===== config.mk =====
export PLATFORM = sky130hd
export DESIGN_NAME = rotor_cipher_letter_top
export DESIGN_NICKNAME = d
export VERILOG_FILES = /design/src/sv/rcl_pkg.sv /design/src/sv/rcl_front.sv /design/src/sv/rcl_queue.sv /design/src/sv/rcl_back.sv /design/src/sv/rotor_cipher_letter_top.sv
export SDC_FILE = /design/constraint.sdc
export NUM_CORES = 2
export LEC_CHECK = 0
export ABC_AREA = 0
export BUFFER_PORTS_ARGS = -buffer_cell sky130_fd_sc_hd__clkbuf_2
export CORE_MARGIN = 5
export CORE_UTILIZATION = 55
export CTS_CLUSTER_SIZE = 14
export DETAILED_ROUTE_END_ITERATION = 12
export PLACE_DENSITY = 0.81
export SETUP_SLACK_MARGIN = 0.1
export SYNTH_ARGS = -nofsm -noshare
export SYNTH_HDL_FRONTEND = slang
export SYNTH_SLANG_ARGS = --single-unit

===== constraint.sdc =====
create_clock -name clk -period 17.6 [get_ports clk]
set_input_delay 3.52 -clock clk [delete_from_list [all_inputs] [get_ports clk]]
set_output_delay 3.52 -clock clk [all_outputs]
set_load 0.02 [all_outputs]

===== src/sv/rcl_pkg.sv =====
// Shared types, constants and helper functions of the rotor cipher block.
package rcl_pkg;

  // Alphabet and rotor set.
  localparam int ALPHA   = 26;
  localparam int ROTORS  = 3;
  localparam int LW      = $clog2(ALPHA);
  localparam int FW      = 5;
  localparam int OUT_W   = 8;
  localparam int QDEPTH  = 4;
  localparam int QAW     = $clog2(QDEPTH);

  // Pipeline: plugboard in, rotors forward, reflector, rotors back, plugboard out.
  localparam int NP      = 2 * ROTORS + 2;

  // Commands carried in tuser.
  localparam logic [1:0] CMD_ENCRYPT = 2'd0;
  localparam logic [1:0] CMD_WRITE   = 2'd1;
  localparam logic [1:0] CMD_SETPOS  = 2'd2;
  localparam logic [1:0] CMD_NONE    = 2'd3;

  // Table selectors.
  localparam logic [2:0] SEL_FAST    = 3'd0;
  localparam logic [2:0] SEL_MIDDLE  = 3'd1;
  localparam logic [2:0] SEL_SLOW    = 3'd2;
  localparam logic [2:0] SEL_REFL    = 3'd3;
  localparam logic [2:0] SEL_PLUG    = 3'd4;

  // Queue entry kinds.
  localparam logic KIND_ENC = 1'b0;
  localparam logic KIND_WR  = 1'b1;

  typedef logic [LW-1:0] letter_t;
  typedef logic [FW-1:0] raw_t;
  typedef logic [ROTORS-1:0][LW-1:0] pos_vec_t;

  // Input tdata layout, lowest field last.
  typedef struct packed {
    logic [6:0] pad;
    raw_t       start_slow;
    raw_t       start_middle;
    raw_t       start_fast;
    raw_t       entry_value;
    raw_t       entry_index;
    logic [2:0] table_sel;
    raw_t       letter;
  } in_data_t;

  // One queued operation for the back end.
  typedef struct packed {
    logic       kind;
    letter_t    letter;
    pos_vec_t   pos;
    logic [2:0] sel;
    letter_t    idx;
    raw_t       val;
  } op_t;

  // Reduce a value below twice the alphabet size.
  function automatic letter_t wrap(input logic [LW:0] v);
    logic [LW:0] a;
    a = (LW + 1)'(ALPHA);
    if (v >= a) begin
      wrap = LW'(v - a);
    end else begin
      wrap = LW'(v);
    end
  endfunction

  // Reduce a raw stored or field value.
  function automatic letter_t wrap_raw(input raw_t v);
    wrap_raw = wrap((LW + 1)'(v));
  endfunction

endpackage


===== src/sv/rcl_front.sv =====
// Front end: accepts input beats, keeps rotor positions and queues work for the back end.
module rcl_front
  import rcl_pkg::*;
(
  input  logic     clk,
  input  logic     rst,
  input  logic     s_tvalid,
  output logic     s_tready,
  input  in_data_t s_data,
  input  logic [1:0] s_cmd,
  input  logic     q_full,
  output logic     q_push,
  output op_t      q_entry
);

  pos_vec_t pos;
  pos_vec_t pos_next;
  pos_vec_t start_pos;
  pos_vec_t step_pos;
  logic     accept;
  logic     wr_ok;
  logic     sel_ok;
  logic     carry;
  raw_t     starts [3];

  assign s_tready = !q_full;
  assign accept   = s_tvalid && s_tready;

  assign starts[0] = s_data.start_fast;
  assign starts[1] = s_data.start_middle;
  assign starts[2] = s_data.start_slow;

  // Odometer step and loaded start positions.
  always_comb begin
    carry    = 1'b1;
    step_pos = pos;
    for (int r = 0; r < ROTORS; r++) begin
      if (carry) begin
        step_pos[r] = wrap((LW + 1)'(pos[r]) + (LW + 1)'(1));
        carry       = (step_pos[r] == '0);
      end
      if (r < 3) begin
        start_pos[r] = wrap_raw(starts[r]);
      end else begin
        start_pos[r] = '0;
      end
    end
  end

  // Table writes that land somewhere are queued, the rest are dropped here.
  always_comb begin
    sel_ok = ((s_data.table_sel < 3'd3) && (32'(s_data.table_sel) < ROTORS)) ||
             (s_data.table_sel == SEL_REFL) || (s_data.table_sel == SEL_PLUG);
    wr_ok  = sel_ok && ((LW + 1)'(s_data.entry_index) < (LW + 1)'(ALPHA));
  end

  // Classify the beat.
  always_comb begin
    pos_next        = pos;
    q_push          = 1'b0;
    q_entry.kind    = KIND_ENC;
    q_entry.letter  = wrap_raw(s_data.letter);
    q_entry.pos     = pos;
    q_entry.sel     = s_data.table_sel;
    q_entry.idx     = LW'(s_data.entry_index);
    q_entry.val     = s_data.entry_value;
    if (accept) begin
      unique case (s_cmd)
        CMD_ENCRYPT: begin
          q_push   = 1'b1;
          pos_next = step_pos;
        end
        CMD_WRITE: begin
          q_push       = wr_ok;
          q_entry.kind = KIND_WR;
        end
        CMD_SETPOS: begin
          pos_next = start_pos;
        end
        CMD_NONE: begin
          q_push = 1'b0;
        end
      endcase
    end
  end

  // Rotor position register.
  always_ff @(posedge clk) begin
    if (rst) begin
      pos <= '0;
    end else begin
      pos <= pos_next;
    end
  end

endmodule


===== src/sv/rcl_queue.sv =====
// Short queue of operations between the front and back ends.
module rcl_queue
  import rcl_pkg::*;
(
  input  logic clk,
  input  logic rst,
  input  logic push,
  input  op_t  push_data,
  output logic full,
  output logic head_valid,
  output op_t  head,
  input  logic pop
);

  op_t            slots [QDEPTH];
  logic [QAW-1:0] wr_ptr;
  logic [QAW-1:0] rd_ptr;
  logic [QAW:0]   count;
  logic           do_push;
  logic           do_pop;

  assign full       = (count == (QAW + 1)'(QDEPTH));
  assign head_valid = (count != '0);
  assign head       = slots[rd_ptr];
  assign do_push    = push && !full;
  assign do_pop     = pop && head_valid;

  // Pointers and fill count.
  always_ff @(posedge clk) begin
    if (rst) begin
      wr_ptr <= '0;
      rd_ptr <= '0;
      count  <= '0;
    end else begin
      if (do_push) begin
        wr_ptr <= wr_ptr + QAW'(1);
      end
      if (do_pop) begin
        rd_ptr <= rd_ptr + QAW'(1);
      end
      if (do_push && !do_pop) begin
        count <= count + (QAW + 1)'(1);
      end else if (do_pop && !do_push) begin
        count <= count - (QAW + 1)'(1);
      end
    end
  end

  // Entry storage.
  always_ff @(posedge clk) begin
    if (do_push) begin
      slots[wr_ptr] <= push_data;
    end
  end

endmodule


===== src/sv/rcl_back.sv =====
// Back end: wiring tables and the enciphering pipeline with its output register.
module rcl_back
  import rcl_pkg::*;
(
  input  logic     clk,
  input  logic     rst,
  input  logic     head_valid,
  input  op_t      head,
  output logic     pop,
  output logic     m_tvalid,
  input  logic     m_tready,
  output letter_t  m_letter
);

  raw_t     rot_fwd  [ROTORS][ALPHA];
  raw_t     rot_inv  [ROTORS][ALPHA];
  raw_t     refl     [ALPHA];
  raw_t     plug_in  [ALPHA];
  raw_t     plug_out [ALPHA];

  logic     vld   [NP+1];
  letter_t  let_q [NP+1];
  pos_vec_t pos_q [NP-1];

  letter_t  step_in  [NP+1];
  pos_vec_t step_pos [NP+1];
  letter_t  step_out [NP+1];

  logic     adv;
  logic     busy;
  logic     do_write;

  // The whole pipe moves unless a finished beat is held at the output.
  assign adv      = !vld[NP] || m_tready;
  assign m_tvalid = vld[NP];
  assign m_letter = let_q[NP];

  // Any letter still inside the table-reading stages.
  always_comb begin
    busy = 1'b0;
    for (int k = 0; k < NP; k++) begin
      busy = busy | vld[k];
    end
  end

  // Letters pop in step with the pipe; writes wait until no letter reads the tables.
  always_comb begin
    pop = 1'b0;
    if (head_valid) begin
      if (head.kind == KIND_ENC) begin
        pop = adv;
      end else begin
        pop = !busy;
      end
    end
    do_write = head_valid && (head.kind == KIND_WR) && !busy;
  end

  // Stage inputs: the queue head feeds the first stage.
  always_comb begin
    step_in[0]  = head.letter;
    step_pos[0] = head.pos;
    for (int k = 1; k <= NP; k++) begin
      step_in[k] = let_q[k-1];
      if (k <= NP - 1) begin
        step_pos[k] = pos_q[k-1];
      end else begin
        step_pos[k] = '0;
      end
    end
  end

  // One substitution per stage.
  always_comb begin
    letter_t a;
    letter_t o;
    letter_t p;
    int      r;
    a = '0;
    o = '0;
    p = '0;
    r = 0;
    for (int k = 0; k <= NP; k++) begin
      step_out[k] = '0;
      if (k == 0) begin
        step_out[k] = wrap_raw(plug_in[step_in[k]]);
      end else if (k <= ROTORS) begin
        r = k - 1;
        p = step_pos[k][r];
        a = wrap((LW + 1)'(step_in[k]) + (LW + 1)'(p));
        o = wrap_raw(rot_fwd[r][a]);
        step_out[k] = wrap((LW + 1)'(o) + (LW + 1)'(ALPHA) - (LW + 1)'(p));
      end else if (k == ROTORS + 1) begin
        step_out[k] = wrap_raw(refl[step_in[k]]);
      end else if (k <= 2 * ROTORS + 1) begin
        r = 2 * ROTORS + 1 - k;
        p = step_pos[k][r];
        a = wrap((LW + 1)'(step_in[k]) + (LW + 1)'(p));
        o = wrap_raw(rot_inv[r][a]);
        step_out[k] = wrap((LW + 1)'(o) + (LW + 1)'(ALPHA) - (LW + 1)'(p));
      end else begin
        step_out[k] = wrap_raw(plug_out[step_in[k]]);
      end
    end
  end

  // Valid bits of the pipe.
  always_ff @(posedge clk) begin
    if (rst) begin
      for (int k = 0; k <= NP; k++) begin
        vld[k] <= 1'b0;
      end
    end else if (adv) begin
      vld[0] <= head_valid && (head.kind == KIND_ENC);
      for (int k = 1; k <= NP; k++) begin
        vld[k] <= vld[k-1];
      end
    end
  end

  // Letter and position payload of the pipe.
  always_ff @(posedge clk) begin
    if (adv) begin
      for (int k = 0; k <= NP; k++) begin
        let_q[k] <= step_out[k];
      end
      for (int k = 0; k < NP - 1; k++) begin
        pos_q[k] <= step_pos[k];
      end
    end
  end

  // Wiring table writes; a rotor write also fills its inverse table.
  always_ff @(posedge clk) begin
    if (do_write) begin
      if (head.sel == SEL_REFL) begin
        refl[head.idx] <= head.val;
      end else if (head.sel == SEL_PLUG) begin
        plug_in[head.idx]  <= head.val;
        plug_out[head.idx] <= head.val;
      end else begin
        for (int r = 0; r < ROTORS; r++) begin
          if (32'(head.sel) == r) begin
            rot_fwd[r][head.idx]           <= head.val;
            rot_inv[r][wrap_raw(head.val)] <= FW'(head.idx);
          end
        end
      end
    end
  end

endmodule


===== src/sv/rotor_cipher_letter_top.sv =====
// Three-rotor letter cipher: stream ports, front end, queue and back end.
// Letters stream through a nine-register pipeline, one beat per cycle while the queue
// has room and the output is not stalled; a result is offered from the last register.
// A table write waits in the queue until letters ahead of it have left the table stages.
// Reset clears the rotor positions to zero, the queue and the pipeline valid bits.
// Wiring tables have no reset and must be written before use.
module rotor_cipher_letter_top
  import rcl_pkg::*;
(
  input  logic        clk,
  input  logic        rst,
  input  logic        s_tvalid,
  output logic        s_tready,
  // letter[4:0], table_sel[7:5], entry_index[12:8], entry_value[17:13],
  // start_fast[22:18], start_middle[27:23], start_slow[32:28], zero[39:33]
  input  logic [39:0] s_tdata,
  // cmd[1:0]
  input  logic [1:0]  s_tuser,
  output logic        m_tvalid,
  input  logic        m_tready,
  // cipher_letter[4:0], zero[7:5]
  output logic [7:0]  m_tdata
);

  in_data_t s_data;
  logic     q_full;
  logic     q_push;
  op_t      q_entry;
  logic     head_valid;
  op_t      head;
  logic     pop;
  letter_t  m_letter;

  assign s_data  = in_data_t'(s_tdata);
  assign m_tdata = OUT_W'(m_letter);

  // Beat acceptance and classification.
  rcl_front u_front (
    .clk      (clk),
    .rst      (rst),
    .s_tvalid (s_tvalid),
    .s_tready (s_tready),
    .s_data   (s_data),
    .s_cmd    (s_tuser),
    .q_full   (q_full),
    .q_push   (q_push),
    .q_entry  (q_entry)
  );

  // Decoupling queue.
  rcl_queue u_queue (
    .clk        (clk),
    .rst        (rst),
    .push       (q_push),
    .push_data  (q_entry),
    .full       (q_full),
    .head_valid (head_valid),
    .head       (head),
    .pop        (pop)
  );

  // Tables and enciphering pipeline.
  rcl_back u_back (
    .clk        (clk),
    .rst        (rst),
    .head_valid (head_valid),
    .head       (head),
    .pop        (pop),
    .m_tvalid   (m_tvalid),
    .m_tready   (m_tready),
    .m_letter   (m_letter)
  );

endmodule


==> run metrics <==
outcome finished, final reports clean; Pins Over Slew Limit 0; clk root buf clkbuf_16; Worst-Skew Late Latency ~0.76 ns; period utilization between 40% and 50%; area post-placement 62670 µm²; core area 110400 µm²; Reg2Reg Setup Slack approximately 9.6 ns; dominant cell type by area after synthesis edfxtp_1; post-CTS repair timing setup buffer count 0; Die Area 117600 µm²; Remaining Overflow, GRT 0; worst r2r dst u_back.let_q[0][8]; layout cell share with drive strength beyond 1 15.87%; width of the die approximately 340 µm; Port Buffer Count 45; CP required 18.09 ns; FF+latch count, synth between 1000 and 1500; Worst Path Arrival 8.52 ns; Via density roughly 6.4; post-synthesis sequential area ratio about 66%; I/O pin cnt 56; DRT antenna net count 0; GRT Total Usage 23.53%; CP startpoint kind flop; CP Class flop to flop; Gates resized, CTS repair 0; Area contributors post-synth edfxtp_1 65%, mux4_2 7.9%, mux2i_1 4.0%; reg2reg start u_back.pos_q[0][0]; min-delay src u_back.pos_q[1][14]; post-DR wirelength/cell 24.81 µm; Worst Path Max Fanout 20; Cell Area, Synth 60980 µm²; FP Rows around 120; clock sinks 1344; synth warn 0; CTS tree built; hold depth 0; Die Span Y between 300 and 400 µm; vias post-DR 36230; # diodes 0; initial DRC count approximately 4600; max cap viols 0; post-synthesis area per instance around 15 µm²; drt total wl 139500 µm; Final Skew 0.05143 ns; post-route cell area 67010 µm²; initial antenna violation count 1; synth unique cells 116; first-pass GRT wire length ~210000 µm; Clock Tree Buf Depth 3; GP Congestion 0.8887; Post-synth EDFFs 1320; hold endpoint u_back.pos_q[2][14]; async set-reset flop share out of synthesis 0%; Worst-Margin Slew 1.247 ns; fmax 0.1245 GHz; dpl hpwl approximately 90000 µm; Final Net Count 4213; Critical Path End Type flop; post-layout util 60.72%; post-synth top area share roughly two thirds; Synth Flop Type edfxtp_1; Hold Vio Cnt, Final 0; initial core utilization ~55%; CTS Hold Bufs 0; Final setup viols 0; DRC errors left 0; relative max-transition margin between 10% and 20%; Post-Syn Instances approximately 4000; total CTS buffers 137; drt pass-1 iters 8; R2R depth 26; largest net degree at the start of global routing 104; Crit path top cell by count ha_1; CP max-delay cell fa_1; Min-Delay Path Class flop to flop; number of global-route vias before repair 35840; RSZ-0062 raised after global routing false; hold_ws 0.4012 ns; fin crit period 8.030 ns; CTS clk-pin slew, worst paths ~0.060 ns; CP max stage delay 1.04 ns; setup TNS 0 ns; H-tree depth 4; area grow syn2layout 9.883%
==> synth_stat cells (25+ instances only) <==
cell,instances
inv_1,130
nand2_1,212
and3_1,31
mux2_2,80
a211oi_1,60
nand4_1,28
clkbuf_1,107
nor2_1,368
o211ai_1,30
and2_1,25
mux4_2,213
o21ai_0,98
ha_1,124
nand3_1,78
xnor2_1,33
edfxtp_1,1320
buf_2,29
mux2i_1,242
a21oi_1,122
nor3_1,41
a21o_1,34
==> state kept, by name (all words and copies together) (netlist names), named ones only <==
register         count
u_back.let_q        45
u_back.plug_out    130
u_back.pos_q        90
u_back.refl        130
u_back.rot_fwd     390
u_back.rot_inv     390
u_back.vld           9
u_front.q_entry     15
u_queue.count        3
u_queue.rd_ptr       2
u_queue.slots      136
u_queue.wr_ptr       2
==> cell type report <==
| type | count | area (µm²) |
|---|---|---|
| multi-input cells | 2308 | 19530 |
| inverters | 141 | 535.5 |
| clock inverters | 76 | 734.5 |
| well taps | 1488 | 1862 |
| flip-flops and latches | 1344 | 40120 |
| repair buffers | 98 | 623.1 |
| fillers | 7773 | 43350 |
| clock buffers | 167 | 3605 |
==> per-layer routing <==
| layer | routed length (µm) | global-route usage (%) |
|---|---|---|
| met4 | 5359 | 9.491 |
| met1 | 53490 | 31.73 |
| met3 | 12450 | 4.219 |
| met5 | 0 | 0 |
| met2 | 68200 | 38.47 |
==> stage by stage <==
stage                     instances  setup WS [ns]
final                          5622          9.570
after CTS                      5622          9.607
after global placement         5379          9.882
after floorplan                3973          9.876
after global routing           5622          9.099
after detailed placement       5379          9.691
==> how the worst max path moves through the flow <==
stage                             from            endpoint  slack, ns  cells past startpoint
floorplan                     m_tready    u_queue.count[2]       9.88                     11
global placement    u_back.pos_q[0][0]  u_back.let_q[0][8]       9.88                     27
detailed placement  u_back.pos_q[0][0]  u_back.let_q[0][8]       9.69                     26
CTS                 u_back.pos_q[0][0]  u_back.let_q[0][8]       9.61                     26
global route        u_back.pos_q[0][0]  u_back.let_q[0][8]       9.10                     27
finish              u_back.pos_q[0][0]  u_back.let_q[0][8]       9.57                     26
==> cell usage in the layout, fill, tap and decap left out, types with 24 or more instances in the layout <==
master     netlist  final
a211oi_1        60     60
a21o_1          34     34
a21oi_1        122    122
a31oi_1         24     24
and2_1          25     24
and3_1          31     31
buf_4            8     53
clkbuf_1       107     27
clkbuf_16        0    140
clkbuf_2         0     45
clkinv_2         1     31
edfxtp_1      1320   1320
ha_1           124    122
inv_1          130    129
mux2_2          80     80
mux2i_1        242    242
mux4_2         213    208
nand2_1        212    212
nand3_1         78     78
nand4_1         28     28
nor2_1         368    368
nor2b_1         24     24
nor3_1          41     41
o211ai_1        30     30
o21ai_0         98     98
xnor2_1         33     33
==> cell families after synthesis <==
family                   after synthesis  share of synthesized area (%)
buffers and inverters                321                          2.302
multiplexers                         539                          13.39
AND/OR/NAND/NOR                      915                          6.966
flip-flops                          1344                          65.79
XOR/XNOR                              57                         0.8433
adder cells (fa/ha/maj)              137                          2.971
AO/OA/AOI/OAI                        657                          7.735
other                                  1                       0.006149
==> worst max-delay path: cells and delay by family (launching register included) <==
family	cells	cell delay [ns]
fa+ha+maj	7	3.06
compound gates	7	1.75
buf+inv	5	0.70
mux	2	0.70
simple gates	3	0.59
flops	1	0.47
xor+xnor	2	0.46
Power is left out: the tool's default activity adds up to more than one toggle a clock period on the data nets, which glitch-free logic cannot reach.
